$ cat config.mk
export PLATFORM = sky130hd
export DESIGN_NAME = link_connection_supervisor_top
export DESIGN_NICKNAME = d
export VERILOG_FILES = /design/src/hdl/lcs_pkg.sv /design/src/hdl/link_connection_supervisor_top.sv /design/src/hdl/lcs_cfg.sv /design/src/hdl/lcs_core.sv /design/src/hdl/lcs_skid.sv
export SDC_FILE = /design/constraint.sdc
export NUM_CORES = 2
export LEC_CHECK = 0
export BUFFER_PORTS_ARGS = -buffer_cell sky130_fd_sc_hd__buf_2
export CAP_MARGIN = 10
export CELL_PAD_IN_SITES_DETAIL_PLACEMENT = 2
export CELL_PAD_IN_SITES_GLOBAL_PLACEMENT = 2
export CORE_MARGIN = 2
export CORE_UTILIZATION = 39
export CTS_CLUSTER_DIAMETER = 120
export DETAILED_ROUTE_END_ITERATION = 8
export HOLD_SLACK_MARGIN = 0.12
export PLACE_DENSITY = 0.86
export SYNTH_ARGS = -nofsm -noshare
export SYNTH_HDL_FRONTEND = slang
export SYNTH_SLANG_ARGS = --single-unit
$ cat constraint.sdc
create_clock -name clk -period 21 [get_ports clk]
set_input_delay 1.05 -clock clk [delete_from_list [all_inputs] [get_ports clk]]
set_output_delay 1.05 -clock clk [all_outputs]
set_load 0.02 [all_outputs]
$ cat src/hdl/lcs_pkg.sv
// lcs_pkg: shared types and constants for the link connection supervisor
// holds state, event, error, mode and register index codes, plus word layouts
// no dependencies
package lcs_pkg;

  // link states
  typedef enum logic [2:0] {
    ST_DISABLED     = 3'd0,
    ST_INIT         = 3'd1,
    ST_WAITING      = 3'd2,
    ST_CONNECTED    = 3'd3,
    ST_DISCONNECTED = 3'd4,
    ST_ERROR        = 3'd5
  } lcs_state_t;

  // event codes reported with each result
  typedef enum logic [2:0] {
    EV_NONE         = 3'd0,
    EV_CONNECTED    = 3'd1,
    EV_LINK_LOST    = 3'd2,
    EV_ADDR_TIMEOUT = 3'd3,
    EV_MAX_RETRIES  = 3'd4,
    EV_RETRY        = 3'd5,
    EV_RESTORED     = 3'd6
  } lcs_event_t;

  // last error codes
  typedef enum logic [1:0] {
    ERR_NONE        = 2'd0,
    ERR_ADDR_TMO    = 2'd1,
    ERR_LINK_DOWN   = 2'd2,
    ERR_MAX_RETRIES = 2'd3
  } lcs_error_t;

  // input event kinds
  typedef enum logic [1:0] {
    MODE_TICK      = 2'd0,
    MODE_START     = 2'd1,
    MODE_RECONNECT = 2'd2,
    MODE_STOP      = 2'd3
  } lcs_mode_t;

  // configuration register indexes
  localparam int unsigned CfgIdxW = 3;
  localparam logic [CfgIdxW-1:0] CFG_ADDR_TIMEOUT = 3'd0;
  localparam logic [CfgIdxW-1:0] CFG_RETRY_DELAY  = 3'd1;
  localparam logic [CfgIdxW-1:0] CFG_MAX_ATTEMPTS = 3'd2;
  localparam logic [CfgIdxW-1:0] CFG_CHECK_INTVL  = 3'd3;
  localparam logic [CfgIdxW-1:0] CFG_AUTO_RETRY   = 3'd4;

  // register reset values
  localparam logic [31:0] ADDR_TIMEOUT_RST = 32'd30000;
  localparam logic [31:0] RETRY_DELAY_RST  = 32'd10000;
  localparam logic [7:0]  MAX_ATTEMPTS_RST = 8'd5;
  localparam logic [31:0] CHECK_INTVL_RST  = 32'd5000;

  localparam logic [7:0] ATTEMPT_MAX = 8'd255;

  // word widths
  localparam int unsigned InDataW  = 40;
  localparam int unsigned OutDataW = 184;

  // configuration register set
  typedef struct packed {
    logic [31:0] address_timeout_ms;
    logic [31:0] retry_delay_ms;
    logic [7:0]  max_attempts;
    logic [31:0] check_interval_ms;
    logic        auto_retry;
  } lcs_cfg_t;

  // one result word, fields from the lowest bit up are listed last to first here
  typedef struct packed {
    logic [6:0]  pad;
    logic [31:0] failed_total;
    logic [31:0] success_total;
    logic [31:0] retry_total;
    logic [31:0] timeout_total;
    logic [31:0] link_down_total;
    lcs_error_t  last_error;
    logic [7:0]  attempt_count;
    lcs_event_t  event_code;
    logic        state_changed;
    lcs_state_t  link_state;
  } lcs_result_t;

endpackage

$ cat src/hdl/link_connection_supervisor_top.sv
// link_connection_supervisor_top: one event word in, one status word out per item
// each result is registered into the buffer's output register, or into its spare entry while the output waits
// throughput: one event word per cycle while the buffer has room; all checks are combinational compare logic
// a two-entry result buffer keeps input ready while one result waits downstream
// reset (rst, synchronous): state disabled, stopped, timers and counters zero,
// registers back to their defaults; no clearing pass is needed
module link_connection_supervisor_top (
  input  logic                          clk,
  input  logic                          rst,
  // event stream
  input  logic                          s_tvalid,
  output logic                          s_tready,
  input  logic [lcs_pkg::InDataW-1:0]   s_tdata,   // now_ms, link_up, address_valid, init_ok
  input  logic [1:0]                    s_tuser,   // mode
  // status stream
  output logic                          m_tvalid,
  input  logic                          m_tready,
  output logic [lcs_pkg::OutDataW-1:0]  m_tdata,   // link_state, state_changed, event_code,
                                                   // attempt_count, last_error, link_down_total,
                                                   // timeout_total, retry_total, success_total,
                                                   // failed_total
  // configuration writes
  input  logic                          cfg_valid,
  output logic                          cfg_ready,
  input  logic [lcs_pkg::CfgIdxW-1:0]   cfg_index,
  input  logic [31:0]                   cfg_data
);

  lcs_pkg::lcs_cfg_t    cfg;
  lcs_pkg::lcs_result_t result;
  logic                 accept;

  assign accept = s_tvalid && s_tready;

  // configuration registers
  lcs_cfg u_cfg (
    .clk       (clk),
    .rst       (rst),
    .cfg_valid (cfg_valid),
    .cfg_ready (cfg_ready),
    .cfg_index (cfg_index),
    .cfg_data  (cfg_data),
    .cfg       (cfg)
  );

  // supervisor state machine
  lcs_core u_core (
    .clk           (clk),
    .rst           (rst),
    .cfg           (cfg),
    .accept        (accept),
    .mode          (lcs_pkg::lcs_mode_t'(s_tuser)),
    .now_ms        (s_tdata[31:0]),
    .link_up       (s_tdata[32]),
    .address_valid (s_tdata[33]),
    .init_ok       (s_tdata[34]),
    .result        (result)
  );

  // result buffer
  lcs_skid u_skid (
    .clk        (clk),
    .rst        (rst),
    .push       (accept),
    .push_ready (s_tready),
    .push_data  (result),
    .out_valid  (m_tvalid),
    .out_ready  (m_tready),
    .out_data   (m_tdata)
  );

endmodule

$ cat src/hdl/lcs_cfg.sv
// lcs_cfg: configuration register file of the link connection supervisor
// decodes the write channel into the register set; depends on lcs_pkg
module lcs_cfg (
  input  logic                          clk,
  input  logic                          rst,
  input  logic                          cfg_valid,
  output logic                          cfg_ready,
  input  logic [lcs_pkg::CfgIdxW-1:0]   cfg_index,
  input  logic [31:0]                   cfg_data,
  output lcs_pkg::lcs_cfg_t             cfg
);

  // writes are always taken
  assign cfg_ready = 1'b1;

  // register writes, unknown indexes are dropped
  always_ff @(posedge clk) begin
    if (rst) begin
      cfg.address_timeout_ms <= lcs_pkg::ADDR_TIMEOUT_RST;
      cfg.retry_delay_ms     <= lcs_pkg::RETRY_DELAY_RST;
      cfg.max_attempts       <= lcs_pkg::MAX_ATTEMPTS_RST;
      cfg.check_interval_ms  <= lcs_pkg::CHECK_INTVL_RST;
      cfg.auto_retry         <= 1'b1;
    end else if (cfg_valid) begin
      unique case (cfg_index)
        lcs_pkg::CFG_ADDR_TIMEOUT: cfg.address_timeout_ms <= cfg_data;
        lcs_pkg::CFG_RETRY_DELAY:  cfg.retry_delay_ms     <= cfg_data;
        lcs_pkg::CFG_MAX_ATTEMPTS: cfg.max_attempts       <= cfg_data[7:0];
        lcs_pkg::CFG_CHECK_INTVL:  cfg.check_interval_ms  <= cfg_data;
        lcs_pkg::CFG_AUTO_RETRY:   cfg.auto_retry         <= cfg_data[0];
        default: ;
      endcase
    end
  end

endmodule

$ cat src/hdl/lcs_core.sv
// lcs_core: supervisor state machine, timers and event counters
// updates state on each accepted word and forms its result; depends on lcs_pkg
module lcs_core (
  input  logic                  clk,
  input  logic                  rst,
  input  lcs_pkg::lcs_cfg_t     cfg,
  input  logic                  accept,
  input  lcs_pkg::lcs_mode_t    mode,
  input  logic [31:0]           now_ms,
  input  logic                  link_up,
  input  logic                  address_valid,
  input  logic                  init_ok,
  output lcs_pkg::lcs_result_t  result
);

  lcs_pkg::lcs_state_t fsm_state, fsm_state_next;
  logic                running, running_next;
  logic [31:0]         last_check_time, last_check_time_next;
  logic [31:0]         state_entry_time, state_entry_time_next;
  logic [31:0]         last_retry_time, last_retry_time_next;
  logic [7:0]          attempts, attempts_next;
  lcs_pkg::lcs_error_t error_reg, error_reg_next;
  logic [31:0]         link_down_cnt, link_down_cnt_next;
  logic [31:0]         timeout_cnt, timeout_cnt_next;
  logic [31:0]         retry_cnt, retry_cnt_next;
  logic [31:0]         success_cnt, success_cnt_next;
  logic [31:0]         failed_cnt, failed_cnt_next;

  lcs_pkg::lcs_state_t eval_state;
  lcs_pkg::lcs_event_t ev;
  logic                changed;
  logic                check_due, retry_due, addr_expired;

  // modular time differences
  assign check_due    = (now_ms - last_check_time) >= cfg.check_interval_ms;
  assign retry_due    = cfg.auto_retry && ((now_ms - last_retry_time) > cfg.retry_delay_ms);
  assign addr_expired = (now_ms - state_entry_time) > cfg.address_timeout_ms;

  // state registers
  always_ff @(posedge clk) begin
    if (rst) begin
      fsm_state        <= lcs_pkg::ST_DISABLED;
      running          <= 1'b0;
      last_check_time  <= '0;
      state_entry_time <= '0;
      last_retry_time  <= '0;
      attempts         <= '0;
      error_reg        <= lcs_pkg::ERR_NONE;
      link_down_cnt    <= '0;
      timeout_cnt      <= '0;
      retry_cnt        <= '0;
      success_cnt      <= '0;
      failed_cnt       <= '0;
    end else if (accept) begin
      fsm_state        <= fsm_state_next;
      running          <= running_next;
      last_check_time  <= last_check_time_next;
      state_entry_time <= state_entry_time_next;
      last_retry_time  <= last_retry_time_next;
      attempts         <= attempts_next;
      error_reg        <= error_reg_next;
      link_down_cnt    <= link_down_cnt_next;
      timeout_cnt      <= timeout_cnt_next;
      retry_cnt        <= retry_cnt_next;
      success_cnt      <= success_cnt_next;
      failed_cnt       <= failed_cnt_next;
    end
  end

  // next state and counters for one event word
  always_comb begin
    fsm_state_next        = fsm_state;
    running_next          = running;
    last_check_time_next  = last_check_time;
    state_entry_time_next = state_entry_time;
    last_retry_time_next  = last_retry_time;
    attempts_next         = attempts;
    error_reg_next        = error_reg;
    link_down_cnt_next    = link_down_cnt;
    timeout_cnt_next      = timeout_cnt;
    retry_cnt_next        = retry_cnt;
    success_cnt_next      = success_cnt;
    failed_cnt_next       = failed_cnt;
    eval_state            = fsm_state;
    ev                    = lcs_pkg::EV_NONE;
    changed               = 1'b0;

    unique case (mode)
      lcs_pkg::MODE_TICK: begin
        if (running && check_due) begin
          last_check_time_next = now_ms;
          unique case (fsm_state)
            lcs_pkg::ST_ERROR: begin
              if (retry_due) begin
                last_retry_time_next = now_ms;
                if (attempts != lcs_pkg::ATTEMPT_MAX) attempts_next = attempts + 8'd1;
                retry_cnt_next = retry_cnt + 32'd1;
                if (init_ok) eval_state = lcs_pkg::ST_WAITING;
                else failed_cnt_next = failed_cnt + 32'd1;
                ev = lcs_pkg::EV_RETRY;
              end
            end
            lcs_pkg::ST_WAITING: begin
              if (address_valid) begin
                eval_state       = lcs_pkg::ST_CONNECTED;
                attempts_next    = '0;
                success_cnt_next = success_cnt + 32'd1;
                ev               = lcs_pkg::EV_CONNECTED;
              end else if (addr_expired) begin
                eval_state       = lcs_pkg::ST_ERROR;
                timeout_cnt_next = timeout_cnt + 32'd1;
                error_reg_next   = lcs_pkg::ERR_ADDR_TMO;
                ev               = lcs_pkg::EV_ADDR_TIMEOUT;
              end
            end
            lcs_pkg::ST_CONNECTED: begin
              if (!address_valid || !link_up) begin
                eval_state         = lcs_pkg::ST_DISCONNECTED;
                link_down_cnt_next = link_down_cnt + 32'd1;
                error_reg_next     = lcs_pkg::ERR_LINK_DOWN;
                ev                 = lcs_pkg::EV_LINK_LOST;
                if (cfg.auto_retry) begin
                  last_retry_time_next = now_ms;
                  attempts_next        = '0;
                end
              end
            end
            lcs_pkg::ST_DISCONNECTED: begin
              if (link_up) begin
                eval_state = lcs_pkg::ST_WAITING;
                ev         = lcs_pkg::EV_RESTORED;
              end else if (retry_due) begin
                last_retry_time_next = now_ms;
                if (attempts != lcs_pkg::ATTEMPT_MAX) attempts_next = attempts + 8'd1;
                retry_cnt_next = retry_cnt + 32'd1;
                if (init_ok) eval_state = lcs_pkg::ST_WAITING;
                else failed_cnt_next = failed_cnt + 32'd1;
                ev = lcs_pkg::EV_RETRY;
              end
              // attempt limit uses the count after this retry
              if (attempts_next > cfg.max_attempts) begin
                eval_state     = lcs_pkg::ST_ERROR;
                error_reg_next = lcs_pkg::ERR_MAX_RETRIES;
                ev             = lcs_pkg::EV_MAX_RETRIES;
              end
            end
            default: ;
          endcase
          if (eval_state != fsm_state) begin
            fsm_state_next        = eval_state;
            state_entry_time_next = now_ms;
            changed               = 1'b1;
          end
        end
      end
      lcs_pkg::MODE_START: begin
        if (!running) begin
          fsm_state_next       = init_ok ? lcs_pkg::ST_WAITING : lcs_pkg::ST_ERROR;
          last_check_time_next = now_ms;
          running_next         = 1'b1;
        end
      end
      lcs_pkg::MODE_RECONNECT: begin
        if (running) begin
          attempts_next        = '0;
          last_retry_time_next = '0;
          if (init_ok) begin
            fsm_state_next        = lcs_pkg::ST_WAITING;
            state_entry_time_next = now_ms;
          end else begin
            fsm_state_next = lcs_pkg::ST_ERROR;
          end
        end
      end
      lcs_pkg::MODE_STOP: begin
        running_next = 1'b0;
      end
      default: ;
    endcase
  end

  // result word for the event being accepted
  always_comb begin
    result                 = '0;
    result.link_state      = fsm_state_next;
    result.state_changed   = changed;
    result.event_code      = ev;
    result.attempt_count   = attempts_next;
    result.last_error      = error_reg_next;
    result.link_down_total = link_down_cnt_next;
    result.timeout_total   = timeout_cnt_next;
    result.retry_total     = retry_cnt_next;
    result.success_total   = success_cnt_next;
    result.failed_total    = failed_cnt_next;
  end

  // once started the machine never falls back to disabled
  a_running_not_disabled: assert property (@(posedge clk) disable iff (rst)
    running |-> fsm_state != lcs_pkg::ST_DISABLED)
    else $error("running with state disabled");

  // only tick evaluations report events or state changes
  a_event_only_on_tick: assert property (@(posedge clk) disable iff (rst)
    (accept && (changed || ev != lcs_pkg::EV_NONE)) |-> mode == lcs_pkg::MODE_TICK)
    else $error("event reported on a non-tick word");

  // a stop always leaves the supervisor halted
  a_stop_halts: assert property (@(posedge clk) disable iff (rst)
    (accept && mode == lcs_pkg::MODE_STOP) |=> !running)
    else $error("still running after stop");

  // counters move only on accepted words
  a_counters_hold: assert property (@(posedge clk) disable iff (rst)
    !accept |=> $stable(retry_cnt) && $stable(failed_cnt) && $stable(attempts))
    else $error("counter moved without an accepted word");

endmodule

$ cat src/hdl/lcs_skid.sv
// lcs_skid: two-entry result buffer between the core and the output stream
// keeps input ready while one result waits; depends on lcs_pkg
module lcs_skid (
  input  logic                          clk,
  input  logic                          rst,
  input  logic                          push,
  output logic                          push_ready,
  input  logic [lcs_pkg::OutDataW-1:0]  push_data,
  output logic                          out_valid,
  input  logic                          out_ready,
  output logic [lcs_pkg::OutDataW-1:0]  out_data
);

  logic                          spare_valid;
  logic [lcs_pkg::OutDataW-1:0]  spare_data;
  logic                          pop;

  assign push_ready = !spare_valid;
  assign pop        = out_valid && out_ready;

  // control bits
  always_ff @(posedge clk) begin
    if (rst) begin
      out_valid   <= 1'b0;
      spare_valid <= 1'b0;
    end else if (pop || !out_valid) begin
      out_valid   <= spare_valid || push;
      spare_valid <= 1'b0;
    end else if (push) begin
      spare_valid <= 1'b1;
    end
  end

  // payload
  always_ff @(posedge clk) begin
    if (pop || !out_valid) begin
      out_data <= spare_valid ? spare_data : push_data;
    end else if (push) begin
      spare_data <= push_data;
    end
  end

  // spare entry is only used behind a waiting word
  a_spare_behind_main: assert property (@(posedge clk) disable iff (rst)
    spare_valid |-> out_valid)
    else $error("spare word without output word");

  // a waiting word is not replaced before it is taken
  a_hold_unless_taken: assert property (@(posedge clk) disable iff (rst)
    (out_valid && !out_ready) |=> out_valid && $stable(out_data))
    else $error("output word changed while stalled");

  // a full buffer refills the output from the spare entry
  a_refill: assert property (@(posedge clk) disable iff (rst)
    (spare_valid && pop) |=> out_valid && !spare_valid)
    else $error("spare word lost on refill");

endmodule

==> run_summary.xml <==
<?xml version="1.0" encoding="UTF-8"?>
<metrics>
  <group name="run_status">
    <metric name="run_status" unit="">finished clean</metric>
  </group>
  <group name="finish">
    <metric name="final_util" unit="%">44.9</metric>
    <metric name="layout-area-overhead-vs-synth" unit="%">13.7</metric>
    <metric name="nNetsFinal" unit="">4451</metric>
    <metric name="design_area" unit="mm²">0.0436</metric>
    <metric name="biggestRegsByFlops" unit="">u_skid.out_data: 177 flops, u_skid.spare_data: 177 flops, u_cfg.cfg: 105 flops</metric>
    <metric name="post_route_non_filler_standard_cell_count" unit="">5517</metric>
    <metric name="layout.filler_cells" unit="">10318</metric>
    <metric name="post_route_cells_drive_above_1_share" unit="%">15.1</metric>
  </group>
  <group name="critical_path">
    <metric name="critical_path_peak_fanout" unit="">32</metric>
    <metric name="path_delay_family" unit="">compound AO/OA/AOI/OAI gates</metric>
    <metric name="critPathMaxStageDelay" unit="ns">0.79</metric>
    <metric name="setup.worst_path.end_class" unit="">flip-flop</metric>
    <metric name="critical_path_cell_count" unit="">37</metric>
    <metric name="crit_path_frequent_cell" unit="">sky130_fd_sc_hd__a21oi_1</metric>
    <metric name="worst_r2r_path_depth" unit="">35</metric>
    <metric name="critPathBufInv" unit="">5</metric>
    <metric name="cp_slowest_cell" unit="">sky130_fd_sc_hd__nor4_1</metric>
    <metric name="crit-reg2reg-capture" unit="">u_core.state_entry_time[12]$_SDFFE_PP0P_</metric>
    <metric name="criticalPathCategory" unit="">primary input to flip-flop</metric>
    <metric name="worst-r2r-setup-slack" unit="ns">10.99</metric>
    <metric name="critPathLaunchType" unit="">primary input</metric>
    <metric name="worst_ep_arrival_time" unit="ns">10.94</metric>
    <metric name="timing.critical_path.required" unit="ns">21.57</metric>
    <metric name="critical_path.startpoint" unit="">s_tdata[0]</metric>
    <metric name="r2r-start" unit="">u_core.last_retry_time[0]$_SDFFE_PP0P_</metric>
  </group>
  <group name="global_routing">
    <metric name="grt_antenna_before_repair" unit="">14</metric>
    <metric name="wire_length_of_the_first_global_routing_pass" unit="µm">208000</metric>
    <metric name="vias_in_the_first_global_route" unit="">34041</metric>
    <metric name="globalRouteOverflowTotal" unit="">0</metric>
    <metric name="groute.usage.overall" unit="%">26.2</metric>
    <metric name="maximum_number_of_pins_on_one_net_before_global_route_repair" unit="">163</metric>
  </group>
  <group name="sta">
    <metric name="period_share" unit="%">49.3</metric>
    <metric name="period_minus_slack" unit="ns">10.36</metric>
    <metric name="slew_headroom" unit="%">21.3</metric>
    <metric name="finClkSkew" unit="ns">0.0347</metric>
    <metric name="report.final.setup_viol" unit="">0</metric>
    <metric name="finalHoldViolCount" unit="">0</metric>
    <metric name="hold-worst-slack" unit="ns">0.451</metric>
    <metric name="timing.fmax" unit="MHz">96.5</metric>
    <metric name="setup_slack" unit="ns">10.64</metric>
    <metric name="fin_setup_tns" unit="ns">0</metric>
    <metric name="maxSlewViolCount" unit="">0</metric>
    <metric name="tightestPinTransition" unit="ns">1.18</metric>
    <metric name="setup_repair_after_global_routing_missed_its_margin" unit="">false</metric>
  </group>
  <group name="hold_path">
    <metric name="worst_hold_startpoint" unit="">u_core.last_retry_time[6]$_SDFFE_PP0P_</metric>
    <metric name="hold-path-endpoint" unit="">u_core.last_retry_time[6]$_SDFFE_PP0P_</metric>
    <metric name="holdPathStages" unit="">2</metric>
    <metric name="worstHoldPathType" unit="">flip-flop to flip-flop</metric>
  </group>
  <group name="cts">
    <metric name="clock_tree_root_buffer_cell" unit="">sky130_fd_sc_hd__clkbuf_16</metric>
    <metric name="tritoncts.num_buffers" unit="">87</metric>
    <metric name="cts_hold_buffers" unit="">0</metric>
    <metric name="max-clock-path-buffers" unit="">3</metric>
    <metric name="cts_max_level" unit="">3</metric>
    <metric name="cts-resized-gates" unit="">0</metric>
    <metric name="clkTransAtPathRegs" unit="ns">0.05</metric>
    <metric name="clock_sink_count" unit="">731</metric>
    <metric name="tritoncts_clock_tree" unit="">yes</metric>
    <metric name="insertion_delay" unit="ns">0.69</metric>
    <metric name="post_cts.repair.setup_buffers" unit="">0</metric>
  </group>
  <group name="power">
    <metric name="total_leakage_power" unit="nW">16.5</metric>
    <metric name="power_density" unit="mW/mm²">79.7</metric>
    <metric name="max-vdd-ir-drop" unit="mV">0.0505</metric>
    <metric name="post-layout-total-power" unit="mW">3.47</metric>
  </group>
  <group name="floorplanning">
    <metric name="pin_count" unit="">269</metric>
    <metric name="std_cell_rows" unit="">114</metric>
    <metric name="placeableCoreArea" unit="mm²">0.0970</metric>
    <metric name="dieArea" unit="mm²">0.101</metric>
    <metric name="die_y" unit="µm">317</metric>
    <metric name="fp.dieW" unit="µm">317</metric>
    <metric name="start_util" unit="%">39.5</metric>
  </group>
  <group name="routing">
    <metric name="detail_route.vias_per_cell" unit="">5.59</metric>
    <metric name="first_pass_iters" unit="">5</metric>
    <metric name="initialDrtViolationCount" unit="">1705</metric>
    <metric name="post-route-drc-count" unit="">0</metric>
    <metric name="postRouteAntennaNets" unit="">0</metric>
    <metric name="finalWirelength" unit="µm">134000</metric>
    <metric name="detail_route.wl_per_cell" unit="µm">24.3</metric>
    <metric name="via_total_after_detailed_routing" unit="">30850</metric>
  </group>
  <group name="logic_synthesis">
    <metric name="synth.yosys.warnings" unit="">0</metric>
    <metric name="asyncSetResetFlopFracSynth" unit="%">0</metric>
    <metric name="ys_seq_elements" unit="">731</metric>
    <metric name="dominant_cells_by_area_after_synthesis" unit="">sky130_fd_sc_hd__edfxtp_1 28%, sky130_fd_sc_hd__dfxtp_1 20%, sky130_fd_sc_hd__ha_1 6.6%</metric>
    <metric name="synth-main-ff-cell" unit="">sky130_fd_sc_hd__dfxtp_1</metric>
    <metric name="mappedNetlistArea" unit="mm²">0.0383</metric>
    <metric name="synth_cells" unit="">3974</metric>
    <metric name="ys_seq_area_share" unit="%">47.4</metric>
    <metric name="synth.avg_cell_area" unit="µm²">9.64</metric>
    <metric name="synth-edff-count" unit="">354</metric>
    <metric name="synth_area_leader_cell" unit="">sky130_fd_sc_hd__edfxtp_1</metric>
    <metric name="synth_top_area_share" unit="%">27.7</metric>
    <metric name="synthDistinctLibCells" unit="">82</metric>
  </group>
  <group name="run">
    <metric name="max-cap-violations" unit="">0</metric>
  </group>
  <group name="place">
    <metric name="dpl.cell_count" unit="">5350</metric>
    <metric name="finalWeightedCongestion" unit="">0.819</metric>
    <metric name="detailedPlace.worstSlack" unit="ns">10.19</metric>
    <metric name="place.port_buffers" unit="">255</metric>
    <metric name="placed_cell_area" unit="mm²">0.0408</metric>
    <metric name="hpwl" unit="µm">90900</metric>
  </group>
</metrics>
layout make-up:
type                            count  area, µm²  share of cell area (%)
Tap cell                         1276       1600                    3.66
Clock buffer                      127       2480                    5.69
Inverter                          230        871                    2.00
Multi-Input combinational cell   2827      18600                    42.6
Sequential cell                   731      18200                    41.7
Antenna cell                        7       17.5                  0.0402
Clock inverter                     33        339                   0.778
Timing Repair Buffer              286       1530                    3.51
layout by cell type, fill, tap and decap left out, types with 30 or more instances in the layout:
master                      Yosys  layout
sky130_fd_sc_hd__nand3_1      155     153
sky130_fd_sc_hd__nor3_1        69      69
sky130_fd_sc_hd__a21oi_1      307     307
sky130_fd_sc_hd__xnor2_1      223     223
sky130_fd_sc_hd__or3_1         39      39
sky130_fd_sc_hd__mux2_2       180     180
sky130_fd_sc_hd__clkbuf_16      0      89
sky130_fd_sc_hd__and3_1        41      40
sky130_fd_sc_hd__a21o_1        44      44
sky130_fd_sc_hd__ha_1         203     203
sky130_fd_sc_hd__edfxtp_1     354     354
sky130_fd_sc_hd__xor2_1       151     151
sky130_fd_sc_hd__buf_4          8      30
sky130_fd_sc_hd__dfxtp_1      377     377
sky130_fd_sc_hd__nand4_1       74      74
sky130_fd_sc_hd__mux2i_1       33      33
sky130_fd_sc_hd__nor2_1       389     386
sky130_fd_sc_hd__nand2_1      503     502
sky130_fd_sc_hd__o21ai_0       99      99
sky130_fd_sc_hd__inv_1        230     229
sky130_fd_sc_hd__buf_2         24     254
layer usage:
layer | vias to the layer above | global-route usage, % | wire length (µm)
met5 | - | 0 | 45
met4 | 8 | 9.81 | 4660
met3 | 216 | 3.25 | 4560
met2 | 608 | 47.9 | 69400
met1 | 15814 | 31.4 | 55500
li1 | 14204 | - | -
cell families after synthesis:
family          count (synthesis)  synth area share, %
buf+inv                       422                 4.33
simple gates                 1391                 16.6
xor+xnor                      374                 8.55
compound gates                635                 10.1
flops                         731                 47.4
mux                           213                 6.15
fa+ha+maj                     206                 6.78
other cells                     2               0.0196
cell usage after synthesis, types with 7 or more instances:
cell type	n
sky130_fd_sc_hd__nand2_1	503
sky130_fd_sc_hd__nor2_1	389
sky130_fd_sc_hd__dfxtp_1	377
sky130_fd_sc_hd__edfxtp_1	354
sky130_fd_sc_hd__a21oi_1	307
sky130_fd_sc_hd__inv_1	230
sky130_fd_sc_hd__xnor2_1	223
sky130_fd_sc_hd__ha_1	203
sky130_fd_sc_hd__mux2_2	180
sky130_fd_sc_hd__nand3_1	155
sky130_fd_sc_hd__xor2_1	151
sky130_fd_sc_hd__clkbuf_1	150
sky130_fd_sc_hd__o21ai_0	99
sky130_fd_sc_hd__nand4_1	74
sky130_fd_sc_hd__nor3_1	69
sky130_fd_sc_hd__a21o_1	44
sky130_fd_sc_hd__and3_1	41
sky130_fd_sc_hd__or3_1	39
sky130_fd_sc_hd__mux2i_1	33
sky130_fd_sc_hd__o21a_1	25
sky130_fd_sc_hd__buf_2	24
sky130_fd_sc_hd__nand2b_1	19
sky130_fd_sc_hd__a211oi_1	16
sky130_fd_sc_hd__nor2b_1	16
sky130_fd_sc_hd__a211o_1	15
sky130_fd_sc_hd__and2_1	14
sky130_fd_sc_hd__o21bai_1	13
sky130_fd_sc_hd__o31ai_1	13
sky130_fd_sc_hd__a31oi_1	12
sky130_fd_sc_hd__and4_1	12
sky130_fd_sc_hd__nor4_1	11
sky130_fd_sc_hd__o211ai_1	10
sky130_fd_sc_hd__or2_2	10
sky130_fd_sc_hd__a22o_1	8
sky130_fd_sc_hd__buf_1	8
sky130_fd_sc_hd__buf_4	8
sky130_fd_sc_hd__nand3b_1	8
sky130_fd_sc_hd__o31a_1	7
sky130_fd_sc_hd__or4_1	7
where the power goes:
part,switching (mW),total [mW],internal [mW],leakage (nW)
Sequential,0.0223,1.55,1.53,6.48
Clock,0.656,1.53,0.873,1.37
Combinational,0.258,0.390,0.132,8.64
worst max-delay path by stage:
stage	to	slack [ns]
after global routing	u_core.state_entry_time[12]$_SDFFE_PP0P_	10.08
after CTS	u_core.state_entry_time[12]$_SDFFE_PP0P_	10.74
after detailed placement	u_core.state_entry_time[9]$_SDFFE_PP0P_	10.19
after global placement	u_core.state_entry_time[11]$_SDFFE_PP0P_	10.63
after floorplan	u_skid.spare_data[0]$_DFFE_PP_	3.34
final	u_core.state_entry_time[12]$_SDFFE_PP0P_	10.64
worst reg2reg max path: cells and delay by family, from the launching register on:
family                     cells  cell delay, ns
DFF                            1            0.34
AOI/OAI and AO/OA             19            5.12
adders and majority gates      4            1.21
xor gates and xnor gates       2            0.30
buffers and inverters          3            0.74
and+or+nand+nor                7            2.23
(Power assumes the default switching activity.)
